### config.mk
export PLATFORM = sky130hd
export DESIGN_NAME = sorted_priority_queue_flat
export DESIGN_NICKNAME = d
export VERILOG_FILES = /design/src/rtl/core/spq_pkg.sv /design/src/rtl/core/spq_cmd_if.sv /design/src/rtl/core/spq_rsp_if.sv /design/src/rtl/core/sorted_priority_queue.sv /design/src/rtl/core/spq_cell.sv /design/src/flat_wrapper.sv
export SDC_FILE = /design/constraint.sdc
export NUM_CORES = 2
export LEC_CHECK = 0
export BUFFER_PORTS_ARGS = -buffer_cell sky130_fd_sc_hd__buf_2
export CORE_MARGIN = 2
export CORE_UTILIZATION = 35
export DETAILED_ROUTE_END_ITERATION = 16
export HOLD_SLACK_MARGIN = 0.15
export SLEW_MARGIN = 15
export SYNTH_ARGS = -nofsm -noshare
export SYNTH_HDL_FRONTEND = slang
export SYNTH_SLANG_ARGS = --single-unit
### constraint.sdc
create_clock -name clk -period 9.7 [get_ports clk]
set_input_delay 2.91 -clock clk [delete_from_list [all_inputs] [get_ports clk]]
set_output_delay 2.91 -clock clk [all_outputs]
set_load 0.02 [all_outputs]
### src/rtl/core/spq_pkg.sv
// ----------------------------------------------------------------------------
// spq_pkg
// Shared types and constants of the sorted priority queue.
// ----------------------------------------------------------------------------
`default_nettype none

package spq_pkg;

	localparam int DEPTH_DEF    = 16;
	localparam int KEY_BITS_DEF = 32;
	localparam int FIELD_BITS   = 32;
	localparam int COUNT_BITS   = 5;

	typedef enum logic {
		OP_INSERT = 1'b0,
		OP_POP    = 1'b1
	} op_t;

	typedef enum logic [1:0] {
		ST_OK        = 2'd0,
		ST_POP_EMPTY = 2'd1,
		ST_INS_FULL  = 2'd2
	} status_t;

	// broadcast from the top level to every cell
	typedef struct packed {
		logic upd;            // apply the beat this cycle
		logic pop;            // 1 shift toward the head, 0 insert
		logic largest_first;  // current serving order
	} cell_cmd_t;

endpackage

`default_nettype wire

### src/rtl/core/spq_cmd_if.sv
// ----------------------------------------------------------------------------
// spq_cmd_if
// Request channel: operation, key and payload with valid/ready.
// ----------------------------------------------------------------------------
`default_nettype none

interface spq_cmd_if;
	logic        valid;
	logic        ready;
	logic        op;
	logic [31:0] key;
	logic [31:0] payload;

	modport source (output valid, output op, output key, output payload, input ready);
	modport sink   (input valid, input op, input key, input payload, output ready);
endinterface

`default_nettype wire

### src/rtl/core/spq_rsp_if.sv
// ----------------------------------------------------------------------------
// spq_rsp_if
// Response channel: popped entry, status, head and entry count.
// ----------------------------------------------------------------------------
`default_nettype none

interface spq_rsp_if #(
	parameter int CNT_W = spq_pkg::COUNT_BITS
);
	logic             valid;
	logic             ready;
	logic [31:0]      popped_key;
	logic [31:0]      popped_payload;
	logic             popped_valid;
	logic [1:0]       status;
	logic [31:0]      head_key;
	logic [31:0]      head_payload;
	logic             head_valid;
	logic [CNT_W-1:0] entry_count;

	modport source (output valid, output popped_key, output popped_payload,
		output popped_valid, output status, output head_key, output head_payload,
		output head_valid, output entry_count, input ready);
	modport sink (input valid, input popped_key, input popped_payload,
		input popped_valid, input status, input head_key, input head_payload,
		input head_valid, input entry_count, output ready);
endinterface

`default_nettype wire

### src/rtl/core/sorted_priority_queue.sv
// ----------------------------------------------------------------------------
// sorted_priority_queue
// Bounded priority queue kept sorted in a row of shifting cells.
// ----------------------------------------------------------------------------
// Usage:
//   cmd  : request beats. op insert places key/payload ahead of every entry
//          not served strictly before it (newest first among equal keys);
//          op pop removes the head entry.
//   rsp  : one response beat per request: popped entry, status, head after
//          the request and entry count.
//   cfg  : cfg_we/cfg_wdata write the largest_first order bit; write only
//          while no request is in flight.
// Timing: a request is applied to all cells in the cycle it is accepted and
//   its response is registered; a new request can be taken every cycle
//   unless a response is stalled. The cycle length is set by the one-bit
//   position chain that ripples through the compare of every cell.
// Reset: entry count clears to zero, order resets to largest first; the
//   cell contents are left as they are and are never shown while empty.
// Stall: while a response waits and rsp.ready is low, cmd.ready drops and
//   the queue holds its contents.
// ----------------------------------------------------------------------------
`default_nettype none

module sorted_priority_queue #(
	parameter int DEPTH    = spq_pkg::DEPTH_DEF,
	parameter int KEY_BITS = spq_pkg::KEY_BITS_DEF
) (
	input  wire        clk,
	input  wire        arst_n,
	spq_cmd_if.sink    cmd,
	spq_rsp_if.source  rsp,
	input  wire        cfg_we,
	input  wire        cfg_wdata
);

	localparam int CNT_W = $clog2(DEPTH + 1);
	localparam int FB    = spq_pkg::FIELD_BITS;

	// order register and fill count
	logic             largest_first_q;
	logic [CNT_W-1:0] count_q;
	logic [CNT_W-1:0] count_d;

	// output register
	logic             rsp_valid_q;
	logic [FB-1:0]    popped_key_q;
	logic [FB-1:0]    popped_payload_q;
	logic             popped_valid_q;
	spq_pkg::status_t status_q;
	logic [FB-1:0]    head_key_q;
	logic [FB-1:0]    head_payload_q;
	logic             head_valid_q;
	logic [CNT_W-1:0] entry_count_q;

	logic             accept;
	logic             is_pop;
	logic             full;
	logic             empty;
	spq_pkg::cell_cmd_t cell_cmd;
	spq_pkg::status_t status_d;
	logic [KEY_BITS-1:0] new_key;

	// cell chain
	logic [KEY_BITS-1:0] key_q_a     [DEPTH];
	logic [31:0]         payload_q_a [DEPTH];
	logic [KEY_BITS-1:0] key_d_a     [DEPTH];
	logic [31:0]         payload_d_a [DEPTH];
	logic                found       [DEPTH+1];

	// take a new request whenever the output register is free or draining
	assign cmd.ready = !rsp_valid_q || rsp.ready;
	assign accept    = cmd.valid && cmd.ready;
	assign is_pop    = (cmd.op == spq_pkg::OP_POP);
	assign full      = (count_q == CNT_W'(DEPTH));
	assign empty     = (count_q == '0);
	assign new_key   = KEY_BITS'(cmd.key);

	// drop inserts into a full queue and pops of an empty one
	assign cell_cmd.upd           = accept && (is_pop ? !empty : !full);
	assign cell_cmd.pop           = is_pop;
	assign cell_cmd.largest_first = largest_first_q;

	always_comb begin
		count_d  = count_q;
		status_d = spq_pkg::ST_OK;
		if (is_pop) begin
			if (empty) status_d = spq_pkg::ST_POP_EMPTY;
			else       count_d  = count_q - CNT_W'(1);
		end else begin
			if (full) status_d = spq_pkg::ST_INS_FULL;
			else      count_d  = count_q + CNT_W'(1);
		end
	end

	assign found[0] = 1'b0;

	for (genvar i = 0; i < DEPTH; i++) begin : g_cell
		logic [KEY_BITS-1:0] prev_key;
		logic [31:0]         prev_payload;
		logic [KEY_BITS-1:0] next_key;
		logic [31:0]         next_payload;

		if (i == 0) begin : g_first
			assign prev_key     = '0;
			assign prev_payload = '0;
		end else begin : g_mid
			assign prev_key     = key_q_a[i-1];
			assign prev_payload = payload_q_a[i-1];
		end

		if (i == DEPTH - 1) begin : g_last
			assign next_key     = '0;
			assign next_payload = '0;
		end else begin : g_inner
			assign next_key     = key_q_a[i+1];
			assign next_payload = payload_q_a[i+1];
		end

		spq_cell #(
			.KEY_BITS (KEY_BITS),
			.CNT_W    (CNT_W),
			.IDX      (i)
		) u_cell (
			.clk          (clk),
			.cmd          (cell_cmd),
			.count        (count_q),
			.new_key      (new_key),
			.new_payload  (cmd.payload),
			.found_in     (found[i]),
			.found_out    (found[i+1]),
			.prev_key     (prev_key),
			.prev_payload (prev_payload),
			.next_key     (next_key),
			.next_payload (next_payload),
			.key_q        (key_q_a[i]),
			.payload_q    (payload_q_a[i]),
			.key_d        (key_d_a[i]),
			.payload_d    (payload_d_a[i])
		);
	end

	always_ff @(posedge clk or negedge arst_n) begin
		if (!arst_n) begin
			largest_first_q <= 1'b1;
		end else if (cfg_we) begin
			largest_first_q <= cfg_wdata;
		end
	end

	always_ff @(posedge clk or negedge arst_n) begin
		if (!arst_n) begin
			count_q     <= '0;
			rsp_valid_q <= 1'b0;
		end else begin
			if (accept) begin
				count_q     <= count_d;
				rsp_valid_q <= 1'b1;
			end else if (rsp.ready) begin
				rsp_valid_q <= 1'b0;
			end
		end
	end

	// capture the response beat; the head comes from cell 0's next value
	always_ff @(posedge clk) begin
		if (accept) begin
			if (is_pop && !empty) begin
				popped_key_q     <= FB'(key_q_a[0]);
				popped_payload_q <= payload_q_a[0];
				popped_valid_q   <= 1'b1;
			end else begin
				popped_key_q     <= '0;
				popped_payload_q <= '0;
				popped_valid_q   <= 1'b0;
			end
			status_q      <= status_d;
			entry_count_q <= count_d;
			if (count_d != '0) begin
				head_key_q     <= FB'(key_d_a[0]);
				head_payload_q <= payload_d_a[0];
				head_valid_q   <= 1'b1;
			end else begin
				head_key_q     <= '0;
				head_payload_q <= '0;
				head_valid_q   <= 1'b0;
			end
		end
	end

	assign rsp.valid          = rsp_valid_q;
	assign rsp.popped_key     = popped_key_q;
	assign rsp.popped_payload = popped_payload_q;
	assign rsp.popped_valid   = popped_valid_q;
	assign rsp.status         = status_q;
	assign rsp.head_key       = head_key_q;
	assign rsp.head_payload   = head_payload_q;
	assign rsp.head_valid     = head_valid_q;
	assign rsp.entry_count    = entry_count_q;

endmodule

`default_nettype wire

### src/rtl/core/spq_cell.sv
// ----------------------------------------------------------------------------
// spq_cell
// One slot of the sorted array: holds an entry, decides whether a new
// entry lands here, and takes a neighbor's entry on a shift.
// ----------------------------------------------------------------------------
`default_nettype none

module spq_cell #(
	parameter int KEY_BITS = spq_pkg::KEY_BITS_DEF,
	parameter int CNT_W    = spq_pkg::COUNT_BITS,
	parameter int IDX      = 0
) (
	input  wire                     clk,
	input  wire spq_pkg::cell_cmd_t cmd,
	input  wire [CNT_W-1:0]         count,
	input  wire [KEY_BITS-1:0]      new_key,
	input  wire [31:0]              new_payload,
	input  wire                     found_in,
	output logic                    found_out,
	input  wire [KEY_BITS-1:0]      prev_key,
	input  wire [31:0]              prev_payload,
	input  wire [KEY_BITS-1:0]      next_key,
	input  wire [31:0]              next_payload,
	output logic [KEY_BITS-1:0]     key_q,
	output logic [31:0]             payload_q,
	output logic [KEY_BITS-1:0]     key_d,
	output logic [31:0]             payload_d
);

	logic occ;
	logic ahead;
	logic stop;

	// an occupied slot served strictly ahead of the new key lets it pass on
	assign occ       = count > CNT_W'(IDX);
	assign ahead     = cmd.largest_first ? (key_q > new_key) : (key_q < new_key);
	assign stop      = !(occ && ahead);
	assign found_out = found_in || stop;

	always_comb begin
		key_d     = key_q;
		payload_d = payload_q;
		if (cmd.upd) begin
			if (cmd.pop) begin
				key_d     = next_key;
				payload_d = next_payload;
			end else if (found_in) begin
				key_d     = prev_key;
				payload_d = prev_payload;
			end else if (stop) begin
				key_d     = new_key;
				payload_d = new_payload;
			end
		end
	end

	always_ff @(posedge clk) begin
		key_q     <= key_d;
		payload_q <= payload_d;
	end

endmodule

`default_nettype wire
### src/flat_wrapper.sv
// flat-port wrapper written by rule: the top's interface ports become plain ports
module sorted_priority_queue_flat 
#(
	parameter int DEPTH    = spq_pkg::DEPTH_DEF,
	parameter int KEY_BITS = spq_pkg::KEY_BITS_DEF
)
  (clk, arst_n, cfg_we, cfg_wdata, cmd_valid, cmd_op, cmd_key, cmd_payload, cmd_ready, rsp_valid, rsp_popped_key, rsp_popped_payload, rsp_popped_valid, rsp_status, rsp_head_key, rsp_head_payload, rsp_head_valid, rsp_entry_count, rsp_ready);
  spq_cmd_if cmd_i ();
  spq_rsp_if rsp_i ();
  input  wire clk;
  input  wire arst_n;
  input  wire cfg_we;
  input  wire cfg_wdata;
  input wire logic [$bits(cmd_i.valid)-1:0] cmd_valid;
  input wire logic [$bits(cmd_i.op)-1:0] cmd_op;
  input wire logic [$bits(cmd_i.key)-1:0] cmd_key;
  input wire logic [$bits(cmd_i.payload)-1:0] cmd_payload;
  output wire logic [$bits(cmd_i.ready)-1:0] cmd_ready;
  output wire logic [$bits(rsp_i.valid)-1:0] rsp_valid;
  output wire logic [$bits(rsp_i.popped_key)-1:0] rsp_popped_key;
  output wire logic [$bits(rsp_i.popped_payload)-1:0] rsp_popped_payload;
  output wire logic [$bits(rsp_i.popped_valid)-1:0] rsp_popped_valid;
  output wire logic [$bits(rsp_i.status)-1:0] rsp_status;
  output wire logic [$bits(rsp_i.head_key)-1:0] rsp_head_key;
  output wire logic [$bits(rsp_i.head_payload)-1:0] rsp_head_payload;
  output wire logic [$bits(rsp_i.head_valid)-1:0] rsp_head_valid;
  output wire logic [$bits(rsp_i.entry_count)-1:0] rsp_entry_count;
  input wire logic [$bits(rsp_i.ready)-1:0] rsp_ready;
  assign cmd_i.valid = cmd_valid;
  assign cmd_i.op = cmd_op;
  assign cmd_i.key = cmd_key;
  assign cmd_i.payload = cmd_payload;
  assign cmd_ready = cmd_i.ready;
  assign rsp_valid = rsp_i.valid;
  assign rsp_popped_key = rsp_i.popped_key;
  assign rsp_popped_payload = rsp_i.popped_payload;
  assign rsp_popped_valid = rsp_i.popped_valid;
  assign rsp_status = rsp_i.status;
  assign rsp_head_key = rsp_i.head_key;
  assign rsp_head_payload = rsp_i.head_payload;
  assign rsp_head_valid = rsp_i.head_valid;
  assign rsp_entry_count = rsp_i.entry_count;
  assign rsp_i.ready = rsp_ready;
  sorted_priority_queue #(.DEPTH(DEPTH), .KEY_BITS(KEY_BITS)) u_core (.clk(clk), .arst_n(arst_n), .cmd(cmd_i), .rsp(rsp_i), .cfg_we(cfg_we), .cfg_wdata(cfg_wdata));
endmodule
After elaboration in Yosys (flattened, before gate mapping)
Cells that the tools add are included.
{"block": "classes", "add_sub_neg": 2, "n_lt_le_gt_ge": 48, "n_eq_ne": 16, "n_mux": 121, "n_reduce_logical": 70}
{"cell": "$mux 32", "count": 94}
{"cell": "$gt 32x32->1", "count": 16}
{"cell": "$lt 32x32->1", "count": 16}
{"cell": "$ne 3x3->1 const B", "count": 14}
{"cell": "$gt 5x4->1 const B", "count": 8}
{"cell": "$reduce_and 2->1", "count": 15}
{"cell": "$mux 1", "count": 22}
{"cell": "$gt 5x3->1 const B", "count": 4}
{"cell": "$logic_and 1x1->1", "count": 19}
{"cell": "$logic_not 1->1", "count": 18}
{"cell": "$logic_or 1x1->1", "count": 15}
{"cell": "$mux 5", "count": 3}
{"cell": "$gt 5x1->1 const B", "count": 2}
{"cell": "$gt 5x2->1 const B", "count": 2}
{"cell": "$add 5x1->5 const B", "count": 1}
{"cell": "$eq 5x5->1 const B", "count": 1}
{"cell": "$logic_not 5->1", "count": 1}
{"cell": "$reduce_bool 5->1", "count": 1}
{"cell": "$sub 5x1->5 const B", "count": 1}
{"cell": "$mux 2", "count": 2}
{"cell": "$ne 3x2->1 const B", "count": 1}
{"cell": "$reduce_bool 2->1", "count": 1}
{"block": "totals", "regBits": 1168, "in_bits": 71, "out_inout_bits": 139, "word_cells": 300}

Logic depth before layout (Yosys ltp)
{"block": "logic_depth", "ltp_word": 20, "ltp_mapped": 15, "mapped_depth_nobuf": 12}

Modules after synthesis
Synthesis repeated with hierarchy kept, for this count alone.
{"block": "unflattened", "hier_cells": 13169, "hier_area_um2": 97847.6}
{"module": "spq_cell at u_core.g_cell[9].u_cell", "n_inst": 1, "cells_per_inst": 1156, "area_per_inst_um2": 7448.4, "seq_area_each_um2": 1281.2}
{"module": "spq_cell at u_core.g_cell[6].u_cell", "n_inst": 1, "cells_per_inst": 858, "area_per_inst_um2": 6518.8, "seq_area_each_um2": 1281.2}
{"module": "spq_cell at u_core.g_cell[4].u_cell", "n_inst": 1, "cells_per_inst": 860, "area_per_inst_um2": 6517.5, "seq_area_each_um2": 1281.2}
{"module": "spq_cell at u_core.g_cell[5].u_cell", "n_inst": 1, "cells_per_inst": 889, "area_per_inst_um2": 6359.8, "seq_area_each_um2": 1281.2}
{"module": "spq_cell at u_core.g_cell[10].u_cell", "n_inst": 1, "cells_per_inst": 817, "area_per_inst_um2": 5984.5, "seq_area_each_um2": 1281.2}
{"module": "sorted_priority_queue", "n_inst": 1, "cells_per_inst": 431, "area_per_inst_um2": 5943.2, "seq_area_each_um2": 4290.4}
{"module": "spq_cell at u_core.g_cell[3].u_cell", "n_inst": 1, "cells_per_inst": 799, "area_per_inst_um2": 5751.8, "seq_area_each_um2": 1281.2}
{"module": "spq_cell at u_core.g_cell[8].u_cell", "n_inst": 1, "cells_per_inst": 805, "area_per_inst_um2": 5651.7, "seq_area_each_um2": 1281.2}
{"module": "spq_cell at u_core.g_cell[15].u_cell", "n_inst": 1, "cells_per_inst": 728, "area_per_inst_um2": 5434.0, "seq_area_each_um2": 1281.2}
{"module": "spq_cell at u_core.g_cell[0].u_cell", "n_inst": 1, "cells_per_inst": 742, "area_per_inst_um2": 5395.2, "seq_area_each_um2": 1281.2}
{"module": "spq_cell at u_core.g_cell[2].u_cell", "n_inst": 1, "cells_per_inst": 750, "area_per_inst_um2": 5385.2, "seq_area_each_um2": 1281.2}
{"module": "spq_cell at u_core.g_cell[1].u_cell", "n_inst": 1, "cells_per_inst": 748, "area_per_inst_um2": 5368.9, "seq_area_each_um2": 1281.2}
{"module": "spq_cell at u_core.g_cell[12].u_cell", "n_inst": 1, "cells_per_inst": 725, "area_per_inst_um2": 5358.9, "seq_area_each_um2": 1281.2}
{"module": "spq_cell at u_core.g_cell[7].u_cell", "n_inst": 1, "cells_per_inst": 741, "area_per_inst_um2": 5283.8, "seq_area_each_um2": 1281.2}
{"module": "3 more rows"}

Worst setup path after synthesis
Ideal clock, no wire load.
{"block": "synth_path", "path_type": "input port to flip-flop", "startpoint": "input rsp_ready", "endpoint": "register u_core.g_cell[11].u_cell.key_q[0] (enable)", "setup_time_ns": 0.507, "arrival_ns": 10.349, "t_required_ns": 9.193, "setup_slack_ns": -1.156, "path_stages": 7, "n_path_buf": 2, "cell_sequence": "nand2b_1 nand2_1 inv_1 o21ai_1 clkbuf_1 clkbuf_1 a21oi_1"}
{"block": "synth_between", "elab_chain_cells": 4}
{"item": "start: declaration", "line_no": "flat_wrapper.sv:28", "source": "input wire logic [$bits(rsp_i.ready)-1:0] rsp_ready;"}
{"item": "$logic_or 1x1->1", "line_no": "sorted_priority_queue.sv:71", "source": "assign cmd.ready = !rsp_valid_q || rsp.ready;"}
{"item": "$logic_and 1x1->1", "line_no": "sorted_priority_queue.sv:72", "source": "assign accept = cmd.valid && cmd.ready;"}
{"item": "via u_core.accept", "line_no": "sorted_priority_queue.sv:55", "source": "logic accept;"}
{"item": "$logic_and 1x1->1", "line_no": "sorted_priority_queue.sv:79", "source": "assign cell_cmd.upd = accept && (is_pop ? !empty : !full);"}
{"item": "$reduce_and 2->1 (no source line)"}
{"item": "end signal: assignment", "line_no": "spq_cell.sv:58", "source": "key_q <= key_d;"}
{"item": "end: declaration", "line_no": "spq_cell.sv:24", "source": "output logic [KEY_BITS-1:0] key_q,"}
The timed path passes the listed nets, and every way through them passes these cells.
A chain may end at the register's enable or synchronous reset.

Final worst setup path
{"block": "layout_path", "startpoint": "input cmd_key[25]", "endpoint": "register u_core.g_cell[6].u_cell.payload_q[28] (enable)"}
{"block": "layout_between", "elab_chain_cells": 11, "word_cells_on_any_way": 41, "cone_classes": "14 x order compare; 1 x eq/ne; 7 x mux; 19 x reduce/logical"}
{"item": "start: declaration", "line_no": "flat_wrapper.sv:16", "source": "input wire logic [$bits(cmd_i.key)-1:0] cmd_key;"}
{"item": "$lt 32x32->1 or $gt 32x32->1 (tied branches)", "line_no": "spq_cell.sv:36", "source": "assign ahead = cmd.largest_first ? (key_q > new_key) : (key_q < new_key);"}
{"item": "$mux 1", "line_no": "spq_cell.sv:36"}
{"item": "$logic_and 1x1->1", "line_no": "spq_cell.sv:37", "source": "assign stop = !(occ && ahead);"}
{"item": "$logic_not 1->1", "line_no": "spq_cell.sv:37"}
{"item": "$logic_or 1x1->1 (5 in a row)", "line_no": "spq_cell.sv:38", "source": "assign found_out = found_in || stop;"}
{"item": "$ne 3x3->1 (no source line) (*)"}
{"item": "$reduce_and 2->1 (no source line) (*)"}
{"item": "end signal: assignment", "line_no": "spq_cell.sv:59", "source": "payload_q <= payload_d;"}
{"item": "end: declaration", "line_no": "spq_cell.sv:25", "source": "output logic [31:0] payload_q,"}
Every way passes the cells marked *; elsewhere a longest branch is shown, timed or not.

==> flow_metrics.tcl <==
set metrics [dict create \
    crit_path_end_kind "register" \
    die_area_um2 200000 \
    die_h_um 448 \
    final_cell_mix "1097 x edfxtp_1, 1062 x nand2_1, 853 x mux2i_1, 796 x o21ai_0, 517 x ha_1" \
    hold_path_class "reg -> reg" \
    p_sw_mw 5.33 \
    crit_arrival_ps 8710 \
    vias 52200 \
    grt.total_usage 0.221 \
    synth_edf_count 1097 \
    cts_buffers 140 \
    firstDrtPassIters 6 \
    ioPinCount 210 \
    grt_max_degree 222 \
    final-setup-viol-count 0 \
    drtAntennaViolNets 0 \
    hold_violations 0 \
    synthCells 6443 \
    initial_core_util 0.353 \
    critPathLaunchType "input port" \
    timing.fmax_ghz 0.121 \
    path_class "in -> reg" \
    synth_seq_cells 1168 \
    ir_worst_vdd_mv 0.253 \
    drv_cap 0 \
    post_cts_resized 0 \
    timing.final.crit_share 0.852 \
    n_fill_cell 18800 \
    routedWlPerCell_um 24.5 \
    timing.final.crit_period_ps 8260 \
    worst_pin_slew_ps 1110 \
    chipWidth_um 448 \
    slew_headroom 0.252 \
    fin_nets 7065 \
    via_per_inst 5.67 \
    crit_slowest_cell "nor4_1" \
    r2r_start "u_core.g_cell[5].u_cell.key_q[31]" \
    clockPowerShare 0.332 \
    internal_power_mw 11.1 \
    wirelength_um 226000 \
    grt_pass1_vias 50800 \
    ys_dominant_reg_cell "edfxtp_1" \
    startpoint "cmd_key[25]" \
    ctsHoldBuffers 0 \
    crit_chain "buf_2 -> inv_1 -> ha_1 -> nand4_1 -> nor4_1 -> buf_4 -> nand3_1 -> and4_1 -> o31a_1 -> mux2_2 -> nand4_1 -> buf_4 -> nor3_1 -> nor2_4 -> buf_4" \
    worstHoldStart "u_core.g_cell[15].u_cell.payload_q[29]" \
    root_buffer "clkbuf_16" \
    critPathBufInv 5 \
    critPathMaxFanout 22 \
    final-seq-area_um2 34400 \
    finClkSkew_ps 32.9 \
    final_common_cell "edfxtp_1" \
    multiInputGateArea_um2 32600 \
    drc 0 \
    cpMostUsedCell "buf_4" \
    tritoncts "yes" \
    design.core.area_um2 195000 \
    drt_iter0_markers 5450 \
    grt_pass1_wl_um 334000 \
    synth_warnings 0 \
    htree_levels 4 \
    syn2layout_area_growth_pct 12.8 \
    synthesis.nets 7031 \
    layout-drive-gt1-share 0.0917 \
    avgSynthCellArea_um2 10.7 \
    crit_family "simple AND/OR/NAND/NOR gates" \
    clkLatencyLatePin_ps 810 \
    cts_sinks 1168 \
    swShare 0.324 \
    antenna_found_initial 24 \
    clockBufferDepth 3 \
    ys_types 77 \
    overflow 0 \
    postCtsSetupBuffers 0 \
    clkTransAtPathRegs_ps 60 \
    required_ps 10150 \
    place_congestion 0.932 \
    rows 162 \
    async_flop_share 0.00599 \
    pwr_density_cell_nw_per_um2 212 \
    seq_area_frac_synth 0.499 \
    slew_violations 0 \
    fin_setup_tns_ps 0 \
    p_seq_frac 0.426 \
    rsz0062_at_grt "false" \
    place_hpwl_um 154000 \
    max_stage_delay_ps 970 \
    fin_util 0.398 \
    status "complete, no violations" \
    syn_area_um2 68900 \
    p_leak_nw 30.1 \
    portBuffers 209 \
    pwr-share-comb 0.242 \
]
-- cells by family after synthesis --
family / Yosys count / synth area share
adder cells (fa/ha/maj): 517 / 0.0939
flip-flops: 1168 / 0.499
multiplexers: 856 / 0.124
AO/OA/AOI/OAI: 1593 / 0.134
buffers and inverters: 528 / 0.0317
AND/OR/NAND/NOR: 1778 / 0.116
XOR/XNOR: 3 / 0.000381
-- through the flow --
stage	hold WS (ps)	setup WS (ps)	instances	instance area, µm²	power, mW
CTS	533	1580	9213	77700	16.5
finish	529	1440	9218	77700	16.4
floorplan	488	317	6443	68900	9.52
detailed placement	520	711	8959	73000	11.0
global placement	506	817	8959	73000	10.9
global route	560	1330	9217	77700	17.2
-- synthesized netlist by cell type, types with 19 or more instances --
master     number  area [µm²]
buf_2          68         340
nor3_1         20         100
clkbuf_1      354        1330
nor4_1         22         138
ha_1          517        6470
a211oi_1       23         173
nor2b_1        23         144
dfxtp_1        64        1280
nand3_1       122         611
buf_4          19         143
inv_1          68         255
nand4_1        93         582
a21o_1         49         368
o21ai_0       796        3980
a21oi_1       388        1940
nand2b_1       84         526
and4_1         24         210
nor2_1        158         593
nand2_1      1062        3990
a221o_1        67         671
o211ai_1       24         180
mux2i_1       853        8540
a2bb2oi_1      77         674
and2_1        129         807
o21ai_1        44         220
edfxtp_1     1097       32900
-- flip-flops by register name (all words and copies together), names as in the netlist --
signal                          cells
u_core.rsp.head_payload            32
u_core.rsp.entry_count              5
u_core.largest_first_q              1
u_core.count_q                      5
u_core.rsp.popped_key              32
u_core.g_cell.u_cell.payload_q    512
u_core.rsp.popped_payload          32
u_core.g_cell.u_cell.key_q        512
u_core.rsp.popped_valid             1
u_core.rsp.valid                    1
u_core.rsp.status                   2
u_core.rsp.head_key                32
u_core.rsp.head_valid               1
-- power groups by stage --
stage	combinational [mW]	sequential, mW	clock, mW
2_1_floorplan	2.49	7.03	0
3_3_place_gp	3.86	7.08	0
3_5_place_dp	3.94	7.09	0
4_1_cts	3.96	6.99	5.56
5_1_grt	4.36	7.07	5.75
6_report	3.98	7.00	5.46
-- final cells by class --
class                      instances  area share
antenna                            5    0.000161
inverter                          69     0.00349
sequential                      1168       0.443
clock inverter                    54     0.00923
clock buffer                     200      0.0511
timing repair buffer             351      0.0318
multi-input combinational       4747       0.419
tap                             2624      0.0423
-- metal layers --
metal  share of wire  track usage  wire length [µm]  vias to the layer above
li1                -            -                 -                    24100
met1            0.43        0.300             98200                    25900
met2            0.46        0.354            104000                     1938
met3           0.068       0.0358             15400                      358
met4           0.036       0.0815              8250                        2
met5        0.000031            0                 7                        -
-- tightest hold or removal path, delay by kind of cell, from the launching register on --
| family | cells | cell delay [ps] |
|---|---|---|
| AO/OA/AOI/OAI | 1 | 50 |
| flip-flops | 1 | 320 |
| AND/OR/NAND/NOR | 1 | 50 |
-- worst paths after layout --
kind | to | slack (ps) | cells past startpoint
max | u_core.g_cell[6].u_cell.payload_q[28] | 1440 | 15
min | u_core.g_cell[14].u_cell.payload_q[29] | 530 | 2
max reg2reg | u_core.g_cell[6].u_cell.payload_q[28] | 3910 | 13
min reg2reg | u_core.g_cell[14].u_cell.payload_q[29] | 530 | 2
max in group asynchronous | u_core.largest_first_q | 7420 | 1
min in group asynchronous | u_core.count_q[0] | 1990 | 1
Power figures use the tool's default switching activity.
